File: src/sv/sfp_pkg.sv
package sfp_pkg;

   localparam int SHELF_COUNT_DEFAULT = 16;
   localparam logic [15:0] SHELF_WIDTH_RESET = 16'd100;
   localparam logic [19:0] TOTAL_MAX = 20'hFFFFF;

   localparam logic [1:0] KIND_PLACE = 2'd0;
   localparam logic [1:0] KIND_REPORT = 2'd1;
   localparam logic [1:0] KIND_TOTAL = 2'd2;

   localparam logic [1:0] STATUS_EXISTING = 2'd0;
   localparam logic [1:0] STATUS_NEW = 2'd1;
   localparam logic [1:0] STATUS_DROPPED = 2'd2;

   typedef struct packed {
      logic [15:0] fill;
      logic [15:0] tallest;
   } shelf_type;

   typedef struct packed {
      logic [1:0]  kind;
      logic [1:0]  place_status;
      logic [3:0]  shelf_index;
      logic [15:0] used_width;
      logic [15:0] shelf_height;
      logic [19:0] total_height;
      logic        last_result;
   } result_type;

endpackage

File: src/sv/sfp_shelf_ram.sv
module sfp_shelf_ram #(
   parameter int SHELF_COUNT = sfp_pkg::SHELF_COUNT_DEFAULT,
   localparam int IW = (SHELF_COUNT > 1) ? $clog2(SHELF_COUNT) : 1
) (
   input  logic                clock,
   input  logic                rd_en,
   input  logic [IW-1:0]       rd_addr,
   output sfp_pkg::shelf_type  rd_data,
   input  logic                wr_en,
   input  logic [IW-1:0]       wr_addr,
   input  sfp_pkg::shelf_type  wr_data
);
   import sfp_pkg::*;

   shelf_type mem [SHELF_COUNT];
   shelf_type rd_data_ff;

   always_ff @(posedge clock) begin
      if (wr_en) begin
         mem[wr_addr] <= wr_data;
      end
      if (rd_en) begin
         rd_data_ff <= mem[rd_addr];
      end
   end

   assign rd_data = rd_data_ff;

endmodule

File: src/sv/sfp_scan_ctrl.sv
module sfp_scan_ctrl #(
   parameter int SHELF_COUNT = sfp_pkg::SHELF_COUNT_DEFAULT,
   localparam int IW = (SHELF_COUNT > 1) ? $clog2(SHELF_COUNT) : 1,
   localparam int CW = $clog2(SHELF_COUNT + 1)
) (
   input  logic                clock,
   input  logic                reset,
   input  logic                start,
   input  logic [15:0]         item_width,
   input  logic [15:0]         item_height,
   input  logic                last_item,
   input  logic [15:0]         shelf_width,
   input  logic                out_free,
   output logic                idle,
   output logic                emit,
   output sfp_pkg::result_type result,
   output logic                rd_en,
   output logic [IW-1:0]       rd_addr,
   input  sfp_pkg::shelf_type  rd_data,
   output logic                wr_en,
   output logic [IW-1:0]       wr_addr,
   output sfp_pkg::shelf_type  wr_data
);
   import sfp_pkg::*;

   localparam logic [2:0] ST_IDLE = 3'd0;
   localparam logic [2:0] ST_SCAN = 3'd1;
   localparam logic [2:0] ST_PLACE = 3'd2;
   localparam logic [2:0] ST_REPORT = 3'd3;
   localparam logic [2:0] ST_TOTAL = 3'd4;

   logic [2:0]    state_ff, state_in;
   logic [15:0]   item_w_ff, item_w_in;
   logic [15:0]   item_h_ff, item_h_in;
   logic          item_last_ff, item_last_in;
   logic [CW-1:0] open_ff, open_in;
   logic [CW-1:0] rd_addr_ff, rd_addr_in;
   logic          pend_ff, pend_in;
   logic [IW-1:0] cmp_addr_ff, cmp_addr_in;
   logic [1:0]    res_status_ff, res_status_in;
   logic [IW-1:0] res_idx_ff, res_idx_in;
   logic [15:0]   res_used_ff, res_used_in;
   logic [15:0]   res_height_ff, res_height_in;
   logic [19:0]   total_ff, total_in;

   logic [16:0]   fit_sum;
   logic          fits;
   logic          can_read;
   logic [20:0]   total_sum;

   function automatic logic [3:0] low_index(input logic [IW-1:0] idx);
      logic [IW+3:0] ext;
      ext = {4'b0000, idx};
      return ext[3:0];
   endfunction

   assign fit_sum = {1'b0, rd_data.fill} + {1'b0, item_w_ff};
   assign fits = fit_sum <= {1'b0, shelf_width};
   assign can_read = rd_addr_ff < open_ff;
   assign total_sum = {1'b0, total_ff} + {5'b00000, rd_data.tallest};
   assign idle = state_ff == ST_IDLE;

   always_comb begin
      state_in = state_ff;
      item_w_in = item_w_ff;
      item_h_in = item_h_ff;
      item_last_in = item_last_ff;
      open_in = open_ff;
      rd_addr_in = rd_addr_ff;
      pend_in = pend_ff;
      cmp_addr_in = cmp_addr_ff;
      res_status_in = res_status_ff;
      res_idx_in = res_idx_ff;
      res_used_in = res_used_ff;
      res_height_in = res_height_ff;
      total_in = total_ff;
      rd_en = 1'b0;
      rd_addr = rd_addr_ff[IW-1:0];
      wr_en = 1'b0;
      wr_addr = res_idx_ff;
      wr_data = '{fill: res_used_ff, tallest: res_height_ff};
      emit = 1'b0;
      result = '0;
      case (state_ff)
         ST_IDLE: begin
            if (start) begin
               item_w_in = item_width;
               item_h_in = item_height;
               item_last_in = last_item;
               rd_addr_in = '0;
               pend_in = 1'b0;
               state_in = ST_SCAN;
            end
         end
         ST_SCAN: begin
            pend_in = can_read;
            if (can_read) begin
               rd_en = 1'b1;
               rd_addr_in = rd_addr_ff + CW'(1);
               cmp_addr_in = rd_addr_ff[IW-1:0];
            end
            if (pend_ff && fits) begin
               res_status_in = STATUS_EXISTING;
               res_idx_in = cmp_addr_ff;
               res_used_in = fit_sum[15:0];
               res_height_in = (item_h_ff > rd_data.tallest) ? item_h_ff : rd_data.tallest;
               pend_in = 1'b0;
               state_in = ST_PLACE;
            end else if (!pend_ff && !can_read) begin
               if (open_ff < CW'(SHELF_COUNT)) begin
                  res_status_in = STATUS_NEW;
                  res_idx_in = open_ff[IW-1:0];
                  res_used_in = item_w_ff;
                  res_height_in = item_h_ff;
               end else begin
                  res_status_in = STATUS_DROPPED;
                  res_idx_in = '0;
                  res_used_in = '0;
                  res_height_in = '0;
               end
               state_in = ST_PLACE;
            end
         end
         ST_PLACE: begin
            result.kind = KIND_PLACE;
            result.place_status = res_status_ff;
            result.shelf_index = low_index(res_idx_ff);
            result.used_width = res_used_ff;
            result.shelf_height = res_height_ff;
            result.last_result = !item_last_ff;
            if (out_free) begin
               emit = 1'b1;
               wr_en = res_status_ff != STATUS_DROPPED;
               if (res_status_ff == STATUS_NEW) begin
                  open_in = open_ff + CW'(1);
               end
               if (item_last_ff) begin
                  rd_addr_in = '0;
                  pend_in = 1'b0;
                  total_in = '0;
                  state_in = ST_REPORT;
               end else begin
                  state_in = ST_IDLE;
               end
            end
         end
         ST_REPORT: begin
            result.kind = KIND_REPORT;
            result.shelf_index = low_index(cmp_addr_ff);
            result.used_width = rd_data.fill;
            result.shelf_height = rd_data.tallest;
            if (!pend_ff || out_free) begin
               if (pend_ff) begin
                  emit = 1'b1;
                  total_in = total_sum[20] ? TOTAL_MAX : total_sum[19:0];
               end
               pend_in = can_read;
               if (can_read) begin
                  rd_en = 1'b1;
                  rd_addr_in = rd_addr_ff + CW'(1);
                  cmp_addr_in = rd_addr_ff[IW-1:0];
               end else begin
                  state_in = ST_TOTAL;
               end
            end
         end
         ST_TOTAL: begin
            result.kind = KIND_TOTAL;
            result.total_height = total_ff;
            result.last_result = 1'b1;
            if (out_free) begin
               emit = 1'b1;
               open_in = '0;
               state_in = ST_IDLE;
            end
         end
         default: begin
            state_in = ST_IDLE;
         end
      endcase
   end

   always_ff @(posedge clock) begin
      if (reset) begin
         state_ff <= ST_IDLE;
         open_ff <= '0;
         pend_ff <= 1'b0;
         rd_addr_ff <= '0;
      end else begin
         state_ff <= state_in;
         open_ff <= open_in;
         pend_ff <= pend_in;
         rd_addr_ff <= rd_addr_in;
      end
      item_w_ff <= item_w_in;
      item_h_ff <= item_h_in;
      item_last_ff <= item_last_in;
      cmp_addr_ff <= cmp_addr_in;
      res_status_ff <= res_status_in;
      res_idx_ff <= res_idx_in;
      res_used_ff <= res_used_in;
      res_height_ff <= res_height_in;
      total_ff <= total_in;
   end

endmodule

File: src/sv/shelf_first_fit_packer.sv
// Shelf first-fit packer: one placement beat per item, plus shelf reports and a total after a
// last item. The scan reads one shelf entry per cycle from the single-port-read shelf memory,
// then the chosen entry is written back unless the item was dropped. Report beats come out one
// per cycle while the result channel is not stalled.
// Reset is synchronous and active high; it closes all shelves and sets shelf_width to 100.
module shelf_first_fit_packer #(
   parameter int SHELF_COUNT = sfp_pkg::SHELF_COUNT_DEFAULT,
   localparam int IW = (SHELF_COUNT > 1) ? $clog2(SHELF_COUNT) : 1
) (
   input  logic        clock,
   input  logic        reset,
   input  logic        req_valid,
   output logic        req_stall,
   input  logic [15:0] req_item_width,
   input  logic [15:0] req_item_height,
   input  logic        req_last_item,
   output logic        rsp_valid,
   input  logic        rsp_stall,
   output logic [1:0]  rsp_kind,
   output logic [1:0]  rsp_place_status,
   output logic [3:0]  rsp_shelf_index,
   output logic [15:0] rsp_used_width,
   output logic [15:0] rsp_shelf_height,
   output logic [19:0] rsp_total_height,
   output logic        rsp_last_result,
   input  logic        csr_valid,
   output logic        csr_ready,
   input  logic [15:0] csr_data
);
   import sfp_pkg::*;

   logic [15:0] shelf_width_ff;
   logic        rsp_valid_ff, rsp_valid_in;
   result_type  rsp_data_ff;
   logic        idle;
   logic        emit;
   logic        out_free;
   result_type  result;
   logic        rd_en;
   logic [IW-1:0] rd_addr;
   shelf_type   rd_data;
   logic        wr_en;
   logic [IW-1:0] wr_addr;
   shelf_type   wr_data;

   assign csr_ready = 1'b1;
   assign req_stall = !idle;
   assign out_free = !rsp_valid_ff || !rsp_stall;
   assign rsp_valid_in = emit || (rsp_valid_ff && rsp_stall);

   always_ff @(posedge clock) begin
      if (reset) begin
         shelf_width_ff <= SHELF_WIDTH_RESET;
         rsp_valid_ff <= 1'b0;
      end else begin
         if (csr_valid && csr_ready) begin
            shelf_width_ff <= csr_data;
         end
         rsp_valid_ff <= rsp_valid_in;
      end
      if (emit) begin
         rsp_data_ff <= result;
      end
   end

   sfp_scan_ctrl #(.SHELF_COUNT(SHELF_COUNT)) u_ctrl (
      .clock      (clock),
      .reset      (reset),
      .start      (req_valid && idle),
      .item_width (req_item_width),
      .item_height(req_item_height),
      .last_item  (req_last_item),
      .shelf_width(shelf_width_ff),
      .out_free   (out_free),
      .idle       (idle),
      .emit       (emit),
      .result     (result),
      .rd_en      (rd_en),
      .rd_addr    (rd_addr),
      .rd_data    (rd_data),
      .wr_en      (wr_en),
      .wr_addr    (wr_addr),
      .wr_data    (wr_data)
   );

   sfp_shelf_ram #(.SHELF_COUNT(SHELF_COUNT)) u_ram (
      .clock  (clock),
      .rd_en  (rd_en),
      .rd_addr(rd_addr),
      .rd_data(rd_data),
      .wr_en  (wr_en),
      .wr_addr(wr_addr),
      .wr_data(wr_data)
   );

   assign rsp_valid = rsp_valid_ff;
   assign rsp_kind = rsp_data_ff.kind;
   assign rsp_place_status = rsp_data_ff.place_status;
   assign rsp_shelf_index = rsp_data_ff.shelf_index;
   assign rsp_used_width = rsp_data_ff.used_width;
   assign rsp_shelf_height = rsp_data_ff.shelf_height;
   assign rsp_total_height = rsp_data_ff.total_height;
   assign rsp_last_result = rsp_data_ff.last_result;

endmodule

File: config.mk
export PLATFORM = sky130hd
export DESIGN_NAME = shelf_first_fit_packer
export DESIGN_NICKNAME = d
export VERILOG_FILES = /design/src/sv/sfp_pkg.sv /design/src/sv/sfp_shelf_ram.sv /design/src/sv/sfp_scan_ctrl.sv /design/src/sv/shelf_first_fit_packer.sv
export SDC_FILE = /design/constraint.sdc
export NUM_CORES = 1
export LEC_CHECK = 0
export ABC_CLOCK_PERIOD_IN_PS = 18100
export BUFFER_PORTS_ARGS = -buffer_cell sky130_fd_sc_hd__buf_2
export CAP_MARGIN = 20
export CELL_PAD_IN_SITES_DETAIL_PLACEMENT = 1
export CELL_PAD_IN_SITES_GLOBAL_PLACEMENT = 2
export CORE_MARGIN = 4
export CORE_UTILIZATION = 45
export DETAILED_ROUTE_END_ITERATION = 16
export PLACE_DENSITY = 0.8
export REMOVE_ABC_BUFFERS = 1
export SYNTH_ARGS = -nofsm -noshare
export SYNTH_HDL_FRONTEND = slang
export SYNTH_SLANG_ARGS = --single-unit
File: constraint.sdc
create_clock -name clock -period 18.1 [get_ports clock]
set_input_delay 0.905 -clock clock [delete_from_list [all_inputs] [get_ports clock]]
set_output_delay 0.905 -clock clock [all_outputs]
set_load 0.01 [all_outputs]
==> impl_metrics.json <==
{
  "rsz0062_at_grt": "false",
  "crit_end": "u_ctrl.res_used_ff[3]",
  "post-route-cell-area_mm2": 0.0343,
  "cp.required_ns": 18.34,
  "tritoncts": "built",
  "peakVddDrop_v": 0.0000596,
  "cts_hold_buffers": 0,
  "antenna_cells": 0,
  "critical_path_class": "reg -> reg",
  "clock_latency_ns": 0.62,
  "utilization_pct": 52.0,
  "die_area_mm2": 0.0708,
  "synth_edf_count": 700,
  "drc": 0,
  "cp-start-kind": "flip-flop",
  "crit_fanout": 38,
  "rows": 94,
  "gr-total-overflow": 0,
  "ys.flop_type": "edfxtp_1",
  "ys_seq_area_share_pct": 72.2,
  "die_h_um": 266,
  "slowest_delay_ns": 0.57,
  "slowest_stage": "buf_4",
  "grt_max_degree": 70,
  "cp-end-kind": "flip-flop",
  "post_drt_via_cell_ratio": 5.91,
  "cts_sinks": 731,
  "syn_area_per_cell_um2": 18.2,
  "areaGrowthSynthToFinish_pct": 14.4,
  "setup_tns_ns": 0,
  "r2r_slack_ns": 12.66,
  "antenna_found_initial": 0,
  "dp_cells": 2584,
  "fmaxAchievable_ghz": 0.184,
  "gr-usage-all-layers_pct": 21.6,
  "tightest_slew_ns": 1.10,
  "cts_setup_buffers": 0,
  "synth_cell_types": 65,
  "async_reset_ff_share_pct": 0,
  "start_util_pct": 45.5,
  "cp.arrival_ns": 5.69,
  "first_pass_iters": 5,
  "synthesis.area_mm2": 0.0300,
  "ctsHtreeMaxLevel": 3,
  "leakage_uw": 0.0115,
  "wl_per_cell_um": 28.1,
  "core_area_mm2": 0.0659,
  "finalSetupViolCount": 0,
  "slew_violations": 0,
  "finalHoldViolCount": 0,
  "dp_hpwl_um": 45200,
  "dieWidth_um": 266,
  "port_buffers": 116,
  "cts_resized": 0,
  "period_share_pct": 30.1,
  "mostFrequentLayoutCells": "edfxtp_1 (700), mux4_2 (160), buf_2 (116)",
  "synthCells": 1646,
  "gp_congestion": 0.811,
  "layout_commonest_cell": "edfxtp_1",
  "ys_seq_elements": 731,
  "reg2reg_to": "u_ctrl.res_used_ff[3]",
  "crit_chain": "ha_1, fa_1, a21oi_1, o211ai_1, a41oi_1, o21a_1, mux2i_1, nand2_1, ha_1, nand2_1, nor4_1, a211o_1, o31a_1, nor3_4, a21oi_1, nor3_2, buf_4",
  "drive_above_1_share_pct": 24.5,
  "wl_um": 76300,
  "min_period_ns": 5.44,
  "relSlewSlack_pct": 26.6,
  "grt_pass1_wl_um": 113000,
  "first_iter_violations": 1625,
  "clk_pin_slew_worst_paths_ns": 0.06,
  "yosysWarningCount": 0,
  "hp-class": "in -> reg",
  "finalPower_uw": 4000,
  "crit_path_start": "u_ram.rd_data[16]",
  "vias": 16100,
  "drt.antenna.violating_nets": 0,
  "io_pins": 118,
  "r2r_start": "u_ram.rd_data[16]",
  "grt_pass1_vias": 17200,
  "maxCapViolCount": 0,
  "fin_skew_ns": 0.0212,
  "r2r_cells": 17,
  "numCtsBuffers": 75,
  "outcome": "finished, final reports clean",
  "finalNetCount": 1925,
  "placed_area_mm2": 0.0317,
  "power.density_mw_per_mm2": 117,
  "multi_input_area_mm2": 0.00794,
  "regArea_mm2": 0.0217,
  "instances_no_fill": 2719,
  "num-fill-cells": 6030,
  "clock_path_buffers": 3,
  "cts-root-buf": "clkbuf_16"
}
==> routing by layer <==
| metal | global-route usage [%] | vias to the layer above | share of wire, % |
|---|---|---|---|
| met2 | 35.2 | 603 | 49 |
| met1 | 30.8 | 8451 | 42 |
| met4 | 5.64 | 0 | 2.1 |
| li1 | - | 6905 | - |
| met5 | 0 | - | 0 |
| met3 | 3.72 | 100 | 7.3 |
==> Yosys cell counts (all sizes together) (7+ instances only) <==
cell / number / area [um^2]
nor3: 17 / 96.4
o31ai: 9 / 86.3
a21o: 14 / 105
nor2b: 8 / 50.1
ha: 70 / 876
a22o: 21 / 184
nand4: 10 / 62.6
edfxtp: 700 / 21000
a21oi: 53 / 265
nand3: 19 / 100
nand2: 100 / 375
and3: 22 / 138
clkbuf: 49 / 184
a211oi: 10 / 75.1
mux2i: 32 / 320
xnor2: 19 / 166
o21a: 10 / 75.1
inv: 61 / 229
buf: 25 / 120
mux4: 160 / 3600
dfxtp: 31 / 621
nor2: 67 / 251
o21ai: 55 / 279
xor2: 11 / 96.3
o211ai: 7 / 52.6
==> worst max-delay path: cells and delay by family (launching register included) <==
kind / cells / cell delay (ns)
AND/OR/NAND/NOR: 5 / 0.90
adder cells (fa/ha/maj): 3 / 1.00
flip-flops: 1 / 0.40
AO/OA/AOI/OAI: 7 / 1.96
multiplexers: 1 / 0.25
buffers and inverters: 1 / 0.57
==> per-stage QoR <==
stage,hold WS [ns],setup slack (ns)
after global placement,0.475,12.81
after global routing,0.432,12.28
after CTS,0.424,12.63
after floorplan,0.456,8.66
after detailed placement,0.488,12.66
final,0.459,12.66
==> sequential cells by signal (all words and copies together) (netlist names), 20 cells and up <==
name              count
rsp_total_height     20
u_ctrl.total_ff      20
u_ram.mem           512
u_ram.rd_data        32
==> cell type report <==
| cell class | instances | area share (%) |
|---|---|---|
| Clock buffer | 93 | 5.92 |
| Clock inverter | 40 | 1.43 |
| Inverter | 63 | 0.690 |
| Multi-Input combinational cell | 778 | 23.2 |
| Sequential cell | 731 | 63.2 |
| Tap cell | 864 | 3.15 |
| Timing Repair Buffer | 150 | 2.50 |
==> report_power, final <==
group | switching [uW] | internal [uW] | total [uW] | leakage (uW)
Clock | 645 | 942 | 1590 | 0.00122
Sequential | 89.8 | 1990 | 2080 | 0.00661
Combinational | 216 | 114 | 330 | 0.00368
Total | 951 | 3040 | 4000 | 0.0115
==> logic make-up after synthesis <==
kind of cell / Yosys count / share of synthesized area, %
fa+ha+maj: 72 / 3.06
xor+xnor: 30 / 0.877
other cells: 1 / 0.0125
compound gates: 214 / 4.78
mux: 192 / 13.1
flops: 731 / 72.2
buf+inv: 137 / 1.80
simple gates: 269 / 4.17
==> worst min path at each step <==
stage / startpoint / to / depth (start not counted)
6_report: req_item_height[7] / u_ctrl.item_h_ff[7] / 1
3_5_place_dp: shelf_width_ff[1] / shelf_width_ff[1] / 2
5_1_grt: req_item_height[6] / u_ctrl.item_h_ff[6] / 1
3_3_place_gp: shelf_width_ff[14] / shelf_width_ff[14] / 2
4_1_cts: req_item_height[6] / u_ctrl.item_h_ff[6] / 1
2_1_floorplan: u_ctrl.open_ff[1] / u_ctrl.open_ff[1] / 2
No activity file was read; power rests on OpenSTA's default activity.
